`src/tow_pkg.sv`:
```
// Package for the tank overflow watch: sizes, codes and the cell interface types.
// Used by tow_cell and tank_overflow_watch; depends on nothing.
package tow_pkg;

  // Number of watched tanks, one cell each
  localparam int TANKS = 4;
  localparam int IDX_W = (TANKS > 1) ? $clog2(TANKS) : 1;

  // Field widths
  localparam int LVL_W  = 16;
  localparam int TMR_W  = 8;
  localparam int KIND_W = 2;
  localparam int TNUM_W = 2;

  // Configuration register indexes and reset values
  localparam logic REG_THRESHOLD = 1'b0;
  localparam logic REG_TICKS     = 1'b1;
  localparam logic [LVL_W-1:0] THRESHOLD_RST = 16'd7500;
  localparam logic [TMR_W-1:0] TICKS_RST     = 8'(3 * 10);

  // Item kinds
  localparam logic [KIND_W-1:0] KIND_TICK    = 2'd0;
  localparam logic [KIND_W-1:0] KIND_ADD     = 2'd1;
  localparam logic [KIND_W-1:0] KIND_READING = 2'd2;

  // Result event codes
  localparam logic EV_REQUEST = 1'b0;
  localparam logic EV_ALARM   = 1'b1;

  typedef enum logic [1:0] {
    ST_IDLE,
    ST_SCAN,
    ST_EMIT_REQ
  } state_e;

  // Command from the controller to one cell
  typedef struct packed {
    logic             arm;
    logic             rd;
    logic             inject;
    logic [LVL_W-1:0] lvl;
    logic [LVL_W-1:0] thr;
    logic [TMR_W-1:0] ticks;
  } cell_cmd_t;

  // Status from one cell to the controller
  typedef struct packed {
    logic hit;
    logic alarm;
  } cell_sts_t;

endpackage

```
`src/tow_cell.sv`:
```
// One tank cell: holds the tank's watch timer and last level, and passes the
// scan token to its neighbor. Depends on tow_pkg.
module tow_cell (
  input  logic              clk_i,
  input  logic              rst_ni,
  input  tow_pkg::cell_cmd_t cmd_i,
  input  logic              tok_i,
  output logic              tok_o,
  output tow_pkg::cell_sts_t sts_o
);
  import tow_pkg::*;

  logic [TMR_W-1:0] timer_q, timer_d;
  logic [LVL_W-1:0] level_q;
  logic             tok_q, tok_d;
  logic             hit, rise, alarm;

  // Check the token against this tank and evaluate a reading
  always_comb begin
    hit   = tok_q && (timer_q != '0);
    tok_o = tok_q && (timer_q == '0);
    rise  = cmd_i.lvl > level_q;
    alarm = cmd_i.rd && rise && (cmd_i.lvl >= cmd_i.thr);
    tok_d = cmd_i.inject | tok_i;
    sts_o.hit   = hit;
    sts_o.alarm = alarm;
  end

  // Arm, re-arm, disarm or count down the timer
  always_comb begin
    timer_d = timer_q;
    if (cmd_i.arm) begin
      timer_d = cmd_i.ticks;
    end else if (cmd_i.rd && rise) begin
      timer_d = alarm ? '0 : cmd_i.ticks;
    end else if (hit) begin
      timer_d = timer_q - TMR_W'(1);
    end
  end

  always_ff @(posedge clk_i or negedge rst_ni) begin
    if (!rst_ni) begin
      timer_q <= '0;
      tok_q   <= 1'b0;
    end else begin
      timer_q <= timer_d;
      tok_q   <= tok_d;
    end
  end

  // Store the level on add and on a reading for this tank
  always_ff @(posedge clk_i) begin
    if (cmd_i.arm || cmd_i.rd) begin
      level_q <= cmd_i.lvl;
    end
  end

endmodule

```
`src/tank_overflow_watch.sv`:
```
// Top level of the tank overflow watch: controller, configuration registers
// and the row of tow_cell instances. Depends on tow_pkg and tow_cell.
//
// channel   direction  handshake              payload
// command   in         start_i & !busy_o      kind_i, tank_index_i, level_i
// result    out        strobe_o (one cycle)   event_res_o, tank_number_o, last_o
// config    in         cfg_we_i               cfg_addr_i, cfg_data_i
//
// An add item needs no scan; a tick with no read outstanding, or a reading
// for the outstanding tank other than the last, starts a scan that moves the
// token one cell per cycle. A reading scans only the cells past the read tank.
// Results appear in the cycle after the decision, in registered outputs.
// Reset clears all timers and the outstanding read; stored levels are kept.
// The receiver cannot stall.
module tank_overflow_watch (
  input  logic                        clk_i,
  input  logic                        rst_ni,
  input  logic                        start_i,
  output logic                        busy_o,
  input  logic [tow_pkg::KIND_W-1:0]  kind_i,
  input  logic [1:0]                  tank_index_i,
  input  logic [tow_pkg::LVL_W-1:0]   level_i,
  output logic                        strobe_o,
  output logic                        event_res_o,
  output logic [tow_pkg::TNUM_W-1:0]  tank_number_o,
  output logic                        last_o,
  input  logic                        cfg_we_i,
  input  logic                        cfg_addr_i,
  input  logic [tow_pkg::LVL_W-1:0]   cfg_data_i
);
  import tow_pkg::*;

  state_e             state_q, state_d;
  logic [LVL_W-1:0]   thr_q;
  logic [TMR_W-1:0]   ticks_q;
  logic               rvalid_q, rvalid_d;
  logic [IDX_W-1:0]   rtank_q, rtank_d;
  logic [IDX_W-1:0]   atank_q, atank_d;
  logic               apend_q, apend_d;
  logic               strobe_q, strobe_d;
  logic               ev_q, ev_d;
  logic [TNUM_W-1:0]  tnum_q, tnum_d;
  logic               last_q, last_d;

  cell_cmd_t          cmd [TANKS];
  cell_sts_t          sts [TANKS];
  logic [TANKS:0]     tok_chain;
  logic [TANKS-1:0]   arm, rd, inject, hit_vec, alarm_vec;
  logic               accept, any_hit, miss, any_alarm;
  logic [IDX_W-1:0]   hit_idx;
  int                 next_tank;

  assign accept = start_i && (state_q == ST_IDLE);
  assign busy_o = (state_q != ST_IDLE);

  // Configuration registers
  always_ff @(posedge clk_i or negedge rst_ni) begin
    if (!rst_ni) begin
      thr_q   <= THRESHOLD_RST;
      ticks_q <= TICKS_RST;
    end else if (cfg_we_i) begin
      case (cfg_addr_i)
        REG_THRESHOLD: thr_q   <= cfg_data_i;
        REG_TICKS:     ticks_q <= cfg_data_i[TMR_W-1:0];
        default:       thr_q   <= thr_q;
      endcase
    end
  end

  // Row of cells with the token handed from each cell to the next
  assign tok_chain[0] = 1'b0;
  for (genvar g = 0; g < TANKS; g++) begin : g_cell
    assign cmd[g].arm    = arm[g];
    assign cmd[g].rd     = rd[g];
    assign cmd[g].inject = inject[g];
    assign cmd[g].lvl    = level_i;
    assign cmd[g].thr    = thr_q;
    assign cmd[g].ticks  = ticks_q;
    assign hit_vec[g]    = sts[g].hit;
    assign alarm_vec[g]  = sts[g].alarm;

    tow_cell u_cell (
      .clk_i  (clk_i),
      .rst_ni (rst_ni),
      .cmd_i  (cmd[g]),
      .tok_i  (tok_chain[g]),
      .tok_o  (tok_chain[g+1]),
      .sts_o  (sts[g])
    );
  end

  assign any_hit   = |hit_vec;
  assign any_alarm = |alarm_vec;
  assign miss      = tok_chain[TANKS];

  // Encode the cell that claimed the token
  always_comb begin
    hit_idx = '0;
    for (int i = 0; i < TANKS; i++) begin
      if (hit_vec[i]) begin
        hit_idx = IDX_W'(i);
      end
    end
  end

  // Decode per-cell commands for the accepted item
  always_comb begin
    next_tank = int'(rtank_q) + 1;
    for (int i = 0; i < TANKS; i++) begin
      arm[i]    = accept && (kind_i == KIND_ADD) && (int'(tank_index_i) == i);
      rd[i]     = accept && (kind_i == KIND_READING) && rvalid_q && (int'(rtank_q) == i);
      inject[i] = accept && (((kind_i == KIND_TICK) && !rvalid_q && (i == 0)) ||
                             ((kind_i == KIND_READING) && rvalid_q && (i == next_tank)));
    end
  end

  // Next state and result selection
  always_comb begin
    state_d  = state_q;
    rvalid_d = rvalid_q;
    rtank_d  = rtank_q;
    atank_d  = atank_q;
    apend_d  = apend_q;
    strobe_d = 1'b0;
    ev_d     = EV_REQUEST;
    tnum_d   = tnum_q;
    last_d   = 1'b0;
    case (state_q)
      ST_IDLE: begin
        if (accept) begin
          case (kind_i)
            KIND_TICK: begin
              if (!rvalid_q) begin
                apend_d = 1'b0;
                state_d = ST_SCAN;
              end
            end
            KIND_READING: begin
              if (rvalid_q) begin
                rvalid_d = 1'b0;
                apend_d  = any_alarm;
                atank_d  = rtank_q;
                if (next_tank < TANKS) begin
                  state_d = ST_SCAN;
                end else if (any_alarm) begin
                  // Last tank: no scan follows, the alarm ends the item
                  strobe_d = 1'b1;
                  ev_d     = EV_ALARM;
                  tnum_d   = TNUM_W'(rtank_q);
                  last_d   = 1'b1;
                end
              end
            end
            default: begin
              state_d = ST_IDLE;
            end
          endcase
        end
      end
      ST_SCAN: begin
        rvalid_d = 1'b0;
        if (any_hit) begin
          rvalid_d = 1'b1;
          rtank_d  = hit_idx;
          strobe_d = 1'b1;
          if (apend_q) begin
            ev_d    = EV_ALARM;
            tnum_d  = TNUM_W'(atank_q);
            state_d = ST_EMIT_REQ;
          end else begin
            ev_d    = EV_REQUEST;
            tnum_d  = TNUM_W'(hit_idx);
            last_d  = 1'b1;
            state_d = ST_IDLE;
          end
        end else if (miss) begin
          if (apend_q) begin
            strobe_d = 1'b1;
            ev_d     = EV_ALARM;
            tnum_d   = TNUM_W'(atank_q);
            last_d   = 1'b1;
          end
          state_d = ST_IDLE;
        end
      end
      ST_EMIT_REQ: begin
        strobe_d = 1'b1;
        ev_d     = EV_REQUEST;
        tnum_d   = TNUM_W'(rtank_q);
        last_d   = 1'b1;
        state_d  = ST_IDLE;
      end
      default: begin
        state_d = ST_IDLE;
      end
    endcase
  end

  always_ff @(posedge clk_i or negedge rst_ni) begin
    if (!rst_ni) begin
      state_q  <= ST_IDLE;
      rvalid_q <= 1'b0;
      apend_q  <= 1'b0;
      strobe_q <= 1'b0;
    end else begin
      state_q  <= state_d;
      rvalid_q <= rvalid_d;
      apend_q  <= apend_d;
      strobe_q <= strobe_d;
    end
  end

  // Payload registers
  always_ff @(posedge clk_i) begin
    rtank_q <= rtank_d;
    atank_q <= atank_d;
    ev_q    <= ev_d;
    tnum_q  <= tnum_d;
    last_q  <= last_d;
  end

  assign strobe_o      = strobe_q;
  assign event_res_o   = ev_q;
  assign tank_number_o = tnum_q;
  assign last_o        = last_q;

  // Only one cell can claim the token at a time
  a_one_hit: assert property (@(posedge clk_i) disable iff (!rst_ni)
    $onehot0(hit_vec))
    else $error("more than one cell claimed the scan token");

  // No read is outstanding while a scan runs
  a_scan_no_read: assert property (@(posedge clk_i) disable iff (!rst_ni)
    (state_q == ST_SCAN) |-> !rvalid_q)
    else $error("read outstanding during scan");

  // The request cycle always follows an alarm that is not last
  a_alarm_before_req: assert property (@(posedge clk_i) disable iff (!rst_ni)
    (state_q == ST_EMIT_REQ) |-> (strobe_q && (ev_q == EV_ALARM) && !last_q))
    else $error("pending request without a preceding alarm");

endmodule
```
`config.mk`:
```
export PLATFORM = sky130hd
export DESIGN_NAME = tank_overflow_watch
export DESIGN_NICKNAME = d
export VERILOG_FILES = /design/src/tow_pkg.sv /design/src/tow_cell.sv /design/src/tank_overflow_watch.sv
export SDC_FILE = /design/constraint.sdc
export NUM_CORES = 1
export LEC_CHECK = 0
export BUFFER_PORTS_ARGS = -buffer_cell sky130_fd_sc_hd__buf_4
export CAP_MARGIN = 5
export CORE_ASPECT_RATIO = 1.1
export CORE_MARGIN = 2
export CORE_UTILIZATION = 30
export CTS_CLUSTER_SIZE = 14
export DETAILED_ROUTE_END_ITERATION = 10
export PLACE_DENSITY_LB_ADDON = 0.05
export SYNTH_ARGS = -nofsm -noshare
export SYNTH_HDL_FRONTEND = slang
export SYNTH_HIERARCHICAL = 1
export SYNTH_SLANG_ARGS = --single-unit
```
`constraint.sdc`:
```
create_clock -name clk_i -period 6.4 [get_ports clk_i]
set_input_delay 1.28 -clock clk_i [delete_from_list [all_inputs] [get_ports clk_i]]
set_output_delay 1.28 -clock clk_i [all_outputs]
set_load 0.005 [all_outputs]
```
==> flow_summary.json, run 1 <==
{
  "synth-seq-area-share_pct": 40.7,
  "numCtsBuffers": 17,
  "nets": 1155,
  "yosys.area.top_type": "edfxtp_1",
  "clk-insertion-delay-late_ns": 0.43,
  "synth_compound_area_share_pct": 14.0,
  "critical_path_required_ns": 6.51,
  "drc": 0,
  "via_per_inst": 4.80,
  "synth_top_family_by_area": "adder cells",
  "dpl.hpwl_um": 18400,
  "skew_ns": 0.00953,
  "clockBufferDepth": 2,
  "grt_pass1_vias": 6787,
  "synth_top_area_share_pct": 22.6,
  "core_mm2": 0.0305,
  "syn_avg_cell_area_um2": 9.95,
  "hold_viol": 0,
  "antenna_cells": 0,
  "drive_above_1_share_pct": 15.8,
  "grt-ovfl-total": 0,
  "routed_wl_um": 24600,
  "cts_root_buffer": "clkbuf_16",
  "ys.flop_type": "edfxtp_1",
  "tightest_slew_ns": 1.05,
  "slew_headroom_pct": 29.7,
  "htreeDepth": 4,
  "first_pass_iters": 5,
  "area_growth_pct": 13.7,
  "synth_xor_area_share_pct": 0.377,
  "fp.dieH_um": 189,
  "grt_usage_pct": 16.3,
  "drv_slew": 0,
  "worstPathCellList": "buf_4, or4b_4, or2_2, nor3b_1, o41ai_1, a21oi_1, nor2b_1, nor4_1, or4_4, a22oi_1",
  "synth_area_leaders": "edfxtp_1, ha_1, dfrtp_1, inv_1, a21oi_1",
  "synth_most_common_cell": "inv_1",
  "post_drt_wl_per_cell_um": 17.5,
  "synth_warnings": 6,
  "synth_edf_count": 70,
  "synthTopCellsByCount": "inv_1, ha_1, a21oi_1, edfxtp_1, nand2_1",
  "fmax_mhz": 242,
  "final_core_util_pct": 34.6,
  "clk_pin_slew_worst_paths_ns": 0.06,
  "synth_seq_cells": 137,
  "start_util_pct": 30.4,
  "peakVddDrop_mv": 0.175,
  "end_kind": "flip-flop",
  "async_flop_share_pct": 47.4,
  "yosysUniqueCellTypes": 52,
  "post-route-period-util_pct": 64.6,
  "syn_nets": 1111,
  "num_vias": 6751,
  "synth_fa_ha_area_share_pct": 18.3,
  "io_pins": 47,
  "grt_setup_unrepaired": "false",
  "antenna_found_initial": 0,
  "cts_tree": "built",
  "grt_pass1_wl_um": 39600,
  "crit_fanout": 8,
  "maxCapViolations": 0,
  "synthesis.area_mm2": 0.00929,
  "slowest_stage": "or4b_4",
  "netlist_instances": 934,
  "hold_buffers": 0,
  "post_cts_resized": 0,
  "hold_path_class": "flip-flop to flip-flop",
  "dieArea_mm2": 0.0324,
  "dieWidth_um": 172,
  "setup_tns_ns": 0,
  "p_total_mw": 2.98,
  "grt_max_degree": 66,
  "synth.mux.area_fraction_pct": 3.51,
  "rows": 67,
  "cp.arrival_ns": 4.25,
  "io_buffers": 46,
  "worstSetupPathType": "input pin to flip-flop",
  "clock-sinks": 137,
  "globalplace.congestion": 0.770,
  "status": "completed",
  "period_minus_slack_ns": 4.14,
  "drt-initial-drc-count": 384,
  "yosys.area_share.simple_pct": 14.8,
  "powerDensity_mw_per_mm2": 282,
  "cp_slowest_stage_delay_ns": 0.52,
  "finalSetupViolCount": 0,
  "ant_nets": 0,
  "cp-start-kind": "input pin",
  "power.leakage_nw": 4.80,
  "post-cts-setup-buffers": 0
}
[registers in the layout (all words and copies together), names as in the netlist, 2 cells and up]
| signal | cells |
|---|---|
| tank_number_o | 2 |
| state_q | 2 |
| g_cell.u_cell/tok_q | 4 |
| ticks_q | 8 |
| atank_q | 2 |
| g_cell.u_cell/timer_q | 32 |
| rtank_q | 2 |
| thr_q | 16 |
| g_cell.u_cell/level_q | 64 |
[layout by cell type (no fill, tap or decap), types with 5 or more instances in the layout]
cell	netlist	layout
dfrtp_1	54	54
o21ai_0	10	10
buf_4	8	48
nand4_1	32	32
clkbuf_16	0	17
a32oi_1	20	20
mux2_2	29	29
nor2_1	30	30
nor3_1	31	31
edfxtp_1	70	70
a22oi_1	10	10
or2b_1	5	5
o21bai_1	6	6
nand2_1	55	55
or4_4	5	5
a21o_1	7	7
or2_2	22	22
dfstp_2	11	11
inv_1	166	166
a21oi_1	73	73
nand3_1	28	28
o211ai_1	5	5
clkinv_2	0	5
nor2b_1	16	16
a211oi_1	9	9
a31oi_1	6	6
ha_1	136	136
[cells by family (layout without fill, tap and decap cells)]
group | Yosys count | after routing
buffers and inverters | 189 | 246
and+or+nand+nor | 252 | 252
xor gates and xnor gates | 4 | 4
muxes | 29 | 29
adders and majority gates | 136 | 136
DFF | 137 | 137
AOI/OAI and AO/OA | 186 | 186
other | 1 | 1
[power breakdown]
group          switching [mW]  total, mW  internal, mW
sequential              0.113       1.16          1.05
combinational           0.474      0.872         0.399
clock                   0.411      0.944         0.533
total                   0.998       2.98          1.98
[layout make-up]
cell class	instances	area (um2)
Fill cell	3183	19900
Multi-Input combinational cell	608	4740
Sequential cell	137	3780
Inverter	166	623
Tap cell	414	518
Clock buffer	20	437
Timing Repair Buffer	48	360
Clock inverter	12	105
[critical path, delay by kind of cell]
| family | cells | cell delay (ns) |
|---|---|---|
| simple gates | 6 | 2.14 |
| compound gates | 3 | 0.69 |
| buf+inv | 1 | 0.12 |
[per-layer routing]
layer / routed length [um] / up-vias / global-route usage (%)
met1: 11800 / 3213 / 21.9
li1: - / 3436 / -
met4: 242 / 0 / 3.68
met2: 12000 / 84 / 27.3
met5: 0 / - / 0
met3: 603 / 18 / 2.92
[stage by stage]
step | area (um2) | cells | hold slack, ns | setup slack [ns]
after global routing | 10600 | 1405 | 0.577 | 2.15
after global placement | 10000 | 1373 | 0.541 | 1.95
after floorplan | 9290 | 934 | 0.518 | 2.34
after detailed placement | 10000 | 1373 | 0.545 | 1.90
after CTS | 10600 | 1405 | 0.554 | 2.34
final | 10600 | 1405 | 0.558 | 2.26
[final timing paths]
kind                                             startpoint                           to  slack (ns)  cells past startpoint
worst min register to register  g_cell[1].u_cell/timer_q[3]  g_cell[1].u_cell/timer_q[3]        0.56                      2
worst min-delay path            g_cell[1].u_cell/timer_q[3]  g_cell[1].u_cell/timer_q[3]        0.56                      2
min in group asynchronous                            rst_ni                   ticks_q[6]        0.97                      1
worst max register to register                   state_q[0]             tank_number_o[0]        2.70                      9
max in group asynchronous                            rst_ni                     rvalid_q        4.82                      1
worst max-delay path                              kind_i[0]             tank_number_o[0]        2.26                     10
No activity file was read; power rests on OpenSTA's default activity.
==> run 2: changes to the inputs <==
==> constraint.sdc (replaced) <==
create_clock -name clk_i -period 4.12 [get_ports clk_i]
set_input_delay 0.824 -clock clk_i [delete_from_list [all_inputs] [get_ports clk_i]]
set_output_delay 0.824 -clock clk_i [all_outputs]
set_load 0.005 [all_outputs]
==> run 2 against run 1 <==
  * Non-clock buffer count up 20
  * First-iteration DRC count down 18%
  * Cell area up 2.0%
  * Largest power group unchanged
  * Final cell count up 1.4%
  * Count of clock-buffer cells in the layout down 3
  * Clock power up 71%
  * Critical endpoint is now tank_number_o[1]
  * Hold slack worse by 0.043 ns
  * Highest routed layer unchanged
==> flow_summary.json, run 2 (synthesis results as in run 1) <==
{
  "clk-insertion-delay-late_ns": 0.44,
  "post-cts-setup-buffers": 0,
  "p_switching_mw": 1.56,
  "drive_above_1_share_pct": 17.6,
  "cp-start-kind": "flip-flop",
  "regMostFlops": "g_cell.u_cell/level_q",
  "start_util_pct": 30.4,
  "drv_slew": 0,
  "area_growth_pct": 16.0,
  "p_int_mw": 3.21,
  "first_pass_iters": 5,
  "clock-sinks": 137,
  "cp.buffers_inverters": 1,
  "globalplace.congestion": 0.779,
  "layout.cells.non_filler": 1425,
  "drt-initial-drc-count": 313,
  "grt_max_degree": 66,
  "post-route-period-util_pct": 89.8,
  "reg2reg_from": "state_q[0]",
  "largest_register_ff_count": 64,
  "via_per_inst": 4.79,
  "cp-startpoint": "state_q[0]",
  "peakVddDrop_mv": 0.284,
  "slew_headroom_pct": 40.4,
  "clockBufferDepth": 2,
  "worstSetupPathType": "flip-flop to flip-flop",
  "dpl.hpwl_um": 18500,
  "cts_root_buffer": "clkbuf_16",
  "period_minus_slack_ns": 3.70,
  "tightest_slew_ns": 0.894,
  "nets": 1175,
  "antenna_found_initial": 0,
  "p_total_mw": 4.77,
  "placedCellCount": 1393,
  "clk_pin_slew_worst_paths_ns": 0.06,
  "numCtsBuffers": 17,
  "io_buffers": 46,
  "hold_viol": 0,
  "end_kind": "flip-flop",
  "seq_power_share_pct": 37.6,
  "hold_path_class": "input pin to asynchronous set/reset pin",
  "io_pins": 47,
  "worstPathCellList": "or4b_4, or2_2, nor3b_1, o41ai_1, a21oi_1, nor2b_1, nor4_1, buf_4, or4_4, a22oi_1",
  "fp.dieH_um": 189,
  "cp.arrival_ns": 3.82,
  "grt-ovfl-total": 0,
  "slowest_stage": "or4b_4",
  "drc": 0,
  "cts_tree": "built",
  "dieWidth_um": 172,
  "mostFrequentLayoutCells": "inv_1, ha_1, a21oi_1",
  "maxCapViolations": 0,
  "ant_nets": 0,
  "critical_path_required_ns": 4.24,
  "grt_pass1_wl_um": 39600,
  "grt_usage_pct": 16.3,
  "htreeDepth": 4,
  "powerDensity_mw_per_mm2": 443,
  "core_mm2": 0.0305,
  "antenna_cells": 0,
  "finalSetupViolCount": 0,
  "power.leakage_nw": 4.92,
  "setup_tns_ns": 0,
  "fmax_mhz": 270,
  "p_sw_share_pct": 32.7,
  "post_cts_resized": 0,
  "rows": 67,
  "cp_slowest_stage_delay_ns": 0.56,
  "num_vias": 6825,
  "grt_setup_unrepaired": "false",
  "hold_buffers": 0,
  "status": "completed",
  "crit_fanout": 8,
  "place_ws_ns": -0.0655,
  "layout_commonest_cell": "inv_1",
  "skew_ns": 0.0127,
  "p_clk_share_pct": 33.7,
  "dieArea_mm2": 0.0324,
  "layout_setup_ws_ns": 0.419,
  "routed_wl_um": 24700,
  "largestRegisters": "g_cell.u_cell/level_q: 64 flops, g_cell.u_cell/timer_q: 32 flops, thr_q: 16 flops",
  "combPwrFrac_pct": 28.6,
  "cp_top_family": "simple AND/OR/NAND/NOR gates",
  "grt_pass1_vias": 6792,
  "post_drt_wl_per_cell_um": 17.3
}
run 2: cell count changes in the layout (fill, tap and decap cells not counted):
cell,previous run,this run
clkinv_4,3,5
clkbuf_1,3,0
clkinvlp_4,2,1
buf_4,48,68
inv_6,1,2
clkinv_1,0,2
bufinv_16,1,3
clkinv_2,5,2
run 2: routing by layer:
layer | part of all wire [%] | vias up | global-route usage, %
li1 | - | 3478 | -
met1 | 49 | 3265 | 21.7
met2 | 48 | 70 | 27.0
met3 | 2.3 | 12 | 3.07
met4 | 0.85 | 0 | 4.01
met5 | 0 | - | 0
run 2: path summary, 6_finish.rpt:
kind / end / slack, ns / depth (start not counted)
min reg2reg: g_cell[1].u_cell/timer_q[3] / 0.55 / 2
max: tank_number_o[1] / 0.42 / 10
min: g_cell[2].u_cell/timer_q[4] / 0.52 / 1
max in group asynchronous: state_q[0] / 3.02 / 1
max reg2reg: tank_number_o[1] / 0.42 / 10
min in group clk_i: g_cell[1].u_cell/timer_q[3] / 0.55 / 2
run 2: stage by stage:
step	instance area (um2)	hold WS [ns]	util (%)
after floorplan	9290	0.518	-
after global placement	10200	0.540	33.3
after detailed placement	10200	0.547	33.3
after CTS	10800	0.552	35.3
after global routing	10800	0.576	35.3
final	10800	0.515	35.3
run 2: power by group through the flow:
| stage | Clock (mW) | Combinational, mW | Sequential, mW |
|---|---|---|---|
| 2_1_floorplan | 0 | 1.02 | 1.75 |
| 3_3_place_gp | 0 | 1.37 | 1.83 |
| 3_5_place_dp | 0 | 1.37 | 1.83 |
| 4_1_cts | 1.67 | 1.38 | 1.80 |
| 5_1_grt | 1.73 | 1.57 | 1.83 |
| 6_report | 1.61 | 1.37 | 1.80 |
run 2: worst register-to-register path, cell delays in order (launching register included):
cell	delay [ns]
dfrtp_1	0.45
or4b_4	0.56
or2_2	0.34
nor3b_1	0.45
o41ai_1	0.18
a21oi_1	0.20
nor2b_1	0.19
nor4_1	0.10
buf_4	0.15
or4_4	0.51
a22oi_1	0.28
run 2: area by class of cell:
cell class | count | area, um2
Inverter | 166 | 623
Fill cell | 3174 | 19700
Sequential cell | 137 | 3780
Clock inverter | 15 | 176
Multi-Input combinational cell | 608 | 4740
Clock buffer | 17 | 425
Tap cell | 414 | 518
Timing Repair Buffer | 68 | 510
==> run 3: changes to the inputs <==
--- a/config.mk
+++ b/config.mk
@@ -12,6 +12,7 @@
 export CORE_UTILIZATION = 30
 export CTS_CLUSTER_SIZE = 14
 export DETAILED_ROUTE_END_ITERATION = 10
+export MAX_ROUTING_LAYER = met4
 export PLACE_DENSITY_LB_ADDON = 0.05
 export SYNTH_ARGS = -nofsm -noshare
 export SYNTH_HDL_FRONTEND = slang
==> run 3 against run 2 <==
  * Hold slack better by 0.0018 ns
  * Register-to-register slack about the same
  * Global-route usage increased by 0.47 points
  * Largest cell class unchanged
  * Flip-flop and latch count is the same
==> flow_summary.json, run 3 (synthesis results as in run 1) <==
{
  "maxCapViolations": 0,
  "drt-initial-drc-count": 303,
  "timing.hold.ws_ns": 0.517,
  "core_mm2": 0.0305,
  "dieWidth_um": 172,
  "largest_register_ff_count": 64,
  "seq_power_share_pct": 37.6,
  "p_int_mw": 3.21,
  "placedCellCount": 1393,
  "clock-sinks": 137,
  "rows": 67,
  "grt_max_degree": 66,
  "hold_buffers": 0,
  "hold_path_class": "input pin to asynchronous set/reset pin",
  "layout_setup_ws_ns": 0.420,
  "regMostFlops": "g_cell.u_cell/level_q",
  "via_per_inst": 4.80,
  "final_core_util_pct": 35.3,
  "grt_setup_unrepaired": "false",
  "p_sw_share_pct": 32.7,
  "reg2reg_setup_slack_ns": 0.42,
  "grt_usage_pct": 16.7,
  "worstSetupPathType": "flip-flop to flip-flop",
  "layout.cells.non_filler": 1425,
  "rr_worst_depth": 10,
  "hold_viol": 0,
  "dpl.hpwl_um": 18500,
  "cts_tree": "built",
  "drv_slew": 0,
  "clk_pin_slew_worst_paths_ns": 0.06,
  "nets": 1175,
  "p_clk_share_pct": 33.7,
  "post_cts_resized": 0,
  "grt-ovfl-total": 0,
  "skew_ns": 0.0127,
  "finish.instance_area_mm2": 0.0108,
  "antenna_cells": 0,
  "cp.arrival_ns": 3.82,
  "place_area_mm2": 0.0102,
  "crit_fanout": 8,
  "cp-start-kind": "flip-flop",
  "post-cts-setup-buffers": 0,
  "ant_nets": 0,
  "clk-insertion-delay-late_ns": 0.44,
  "cts_root_buffer": "clkbuf_16",
  "slew_headroom_pct": 40.2,
  "period_minus_slack_ns": 3.70,
  "numCtsBuffers": 17,
  "p_switching_mw": 1.56,
  "reg2reg_from": "state_q[0]",
  "finalSetupViolCount": 0,
  "fp.dieH_um": 189,
  "dieArea_mm2": 0.0324,
  "power.leakage_nw": 4.92,
  "layout_commonest_cell": "inv_1",
  "globalplace.congestion": 0.790,
  "start_util_pct": 30.4,
  "largestRegisters": "g_cell.u_cell/level_q: 64 flops, g_cell.u_cell/timer_q: 32 flops, thr_q: 16 flops",
  "post-route-period-util_pct": 89.8,
  "post_drt_wl_per_cell_um": 17.3,
  "tightest_slew_ns": 0.897,
  "powerDensity_mw_per_mm2": 443,
  "critical_path_required_ns": 4.24,
  "grt_pass1_wl_um": 39600,
  "routed_wl_um": 24700,
  "status": "completed",
  "clockBufferDepth": 2,
  "combPwrFrac_pct": 28.6,
  "drc": 0,
  "peakVddDrop_mv": 0.285,
  "io_pins": 47,
  "htreeDepth": 4,
  "num_vias": 6841,
  "p_total_mw": 4.77,
  "drive_above_1_share_pct": 17.6,
  "first_pass_iters": 4,
  "antenna_found_initial": 0,
  "setup_tns_ns": 0,
  "regToRegEndpoint": "tank_number_o[1]",
  "mostFrequentLayoutCells": "inv_1, ha_1, a21oi_1",
  "end_kind": "flip-flop",
  "area_growth_pct": 16.0,
  "grt_pass1_vias": 6787,
  "fmax_mhz": 270,
  "io_buffers": 46,
  "place_ws_ns": -0.0655
}
run 3: cell counts in the layout (fill, tap and decap cells not counted):
Identical to the previous run, type by type.
run 3: worst max path at each step:
stage	slack, ns	to	startpoint	depth (start not counted)
after global routing	0.17	tank_number_o[1]	state_q[0]	10
after global placement	-0.04	tank_number_o[0]	kind_i[0]	11
after floorplan	0.52	tank_number_o[0]	kind_i[0]	11
after CTS	0.34	tank_number_o[1]	state_q[0]	10
final	0.42	tank_number_o[1]	state_q[0]	10
after detailed placement	-0.07	tank_number_o[1]	kind_i[0]	11
run 3: power groups by stage:
stage                     logic [mW]  clock network, mW  registers, mW
after global placement          1.37                  0           1.83
after global routing            1.57               1.73           1.83
after CTS                       1.38               1.67           1.80
after detailed placement        1.37                  0           1.83
final                           1.37               1.61           1.80
after floorplan                 1.02                  0           1.75
run 3: critical path, cell delays in order, from the launching register on:
cell and delay [ns]:
dfrtp_1 0.45, or4b_4 0.56, or2_2 0.34, nor3b_1 0.44, o41ai_1 0.18, a21oi_1 0.19
nor2b_1 0.19, nor4_1 0.10, buf_4 0.15, or4_4 0.51, a22oi_1 0.28
run 3: layout make-up:
cell class              instances  area [um2]
clock buffers                  17         425
well taps                     414         518
flip-flops and latches        137        3780
multi-input cells             608        4740
clock inverters                15         176
inverters                     166         623
repair buffers                 68         510
fillers                      3174       19700
run 3: routing by layer:
layer  global-route usage (%)  vias to the layer above  routed length (um)
met5                        -                        -                   0
met4                     4.01                        0                 241
met3                     3.07                       15                 694
met2                     27.0                       83               12000
met1                     21.7                     3268               11800
li1                         -                     3475                   -
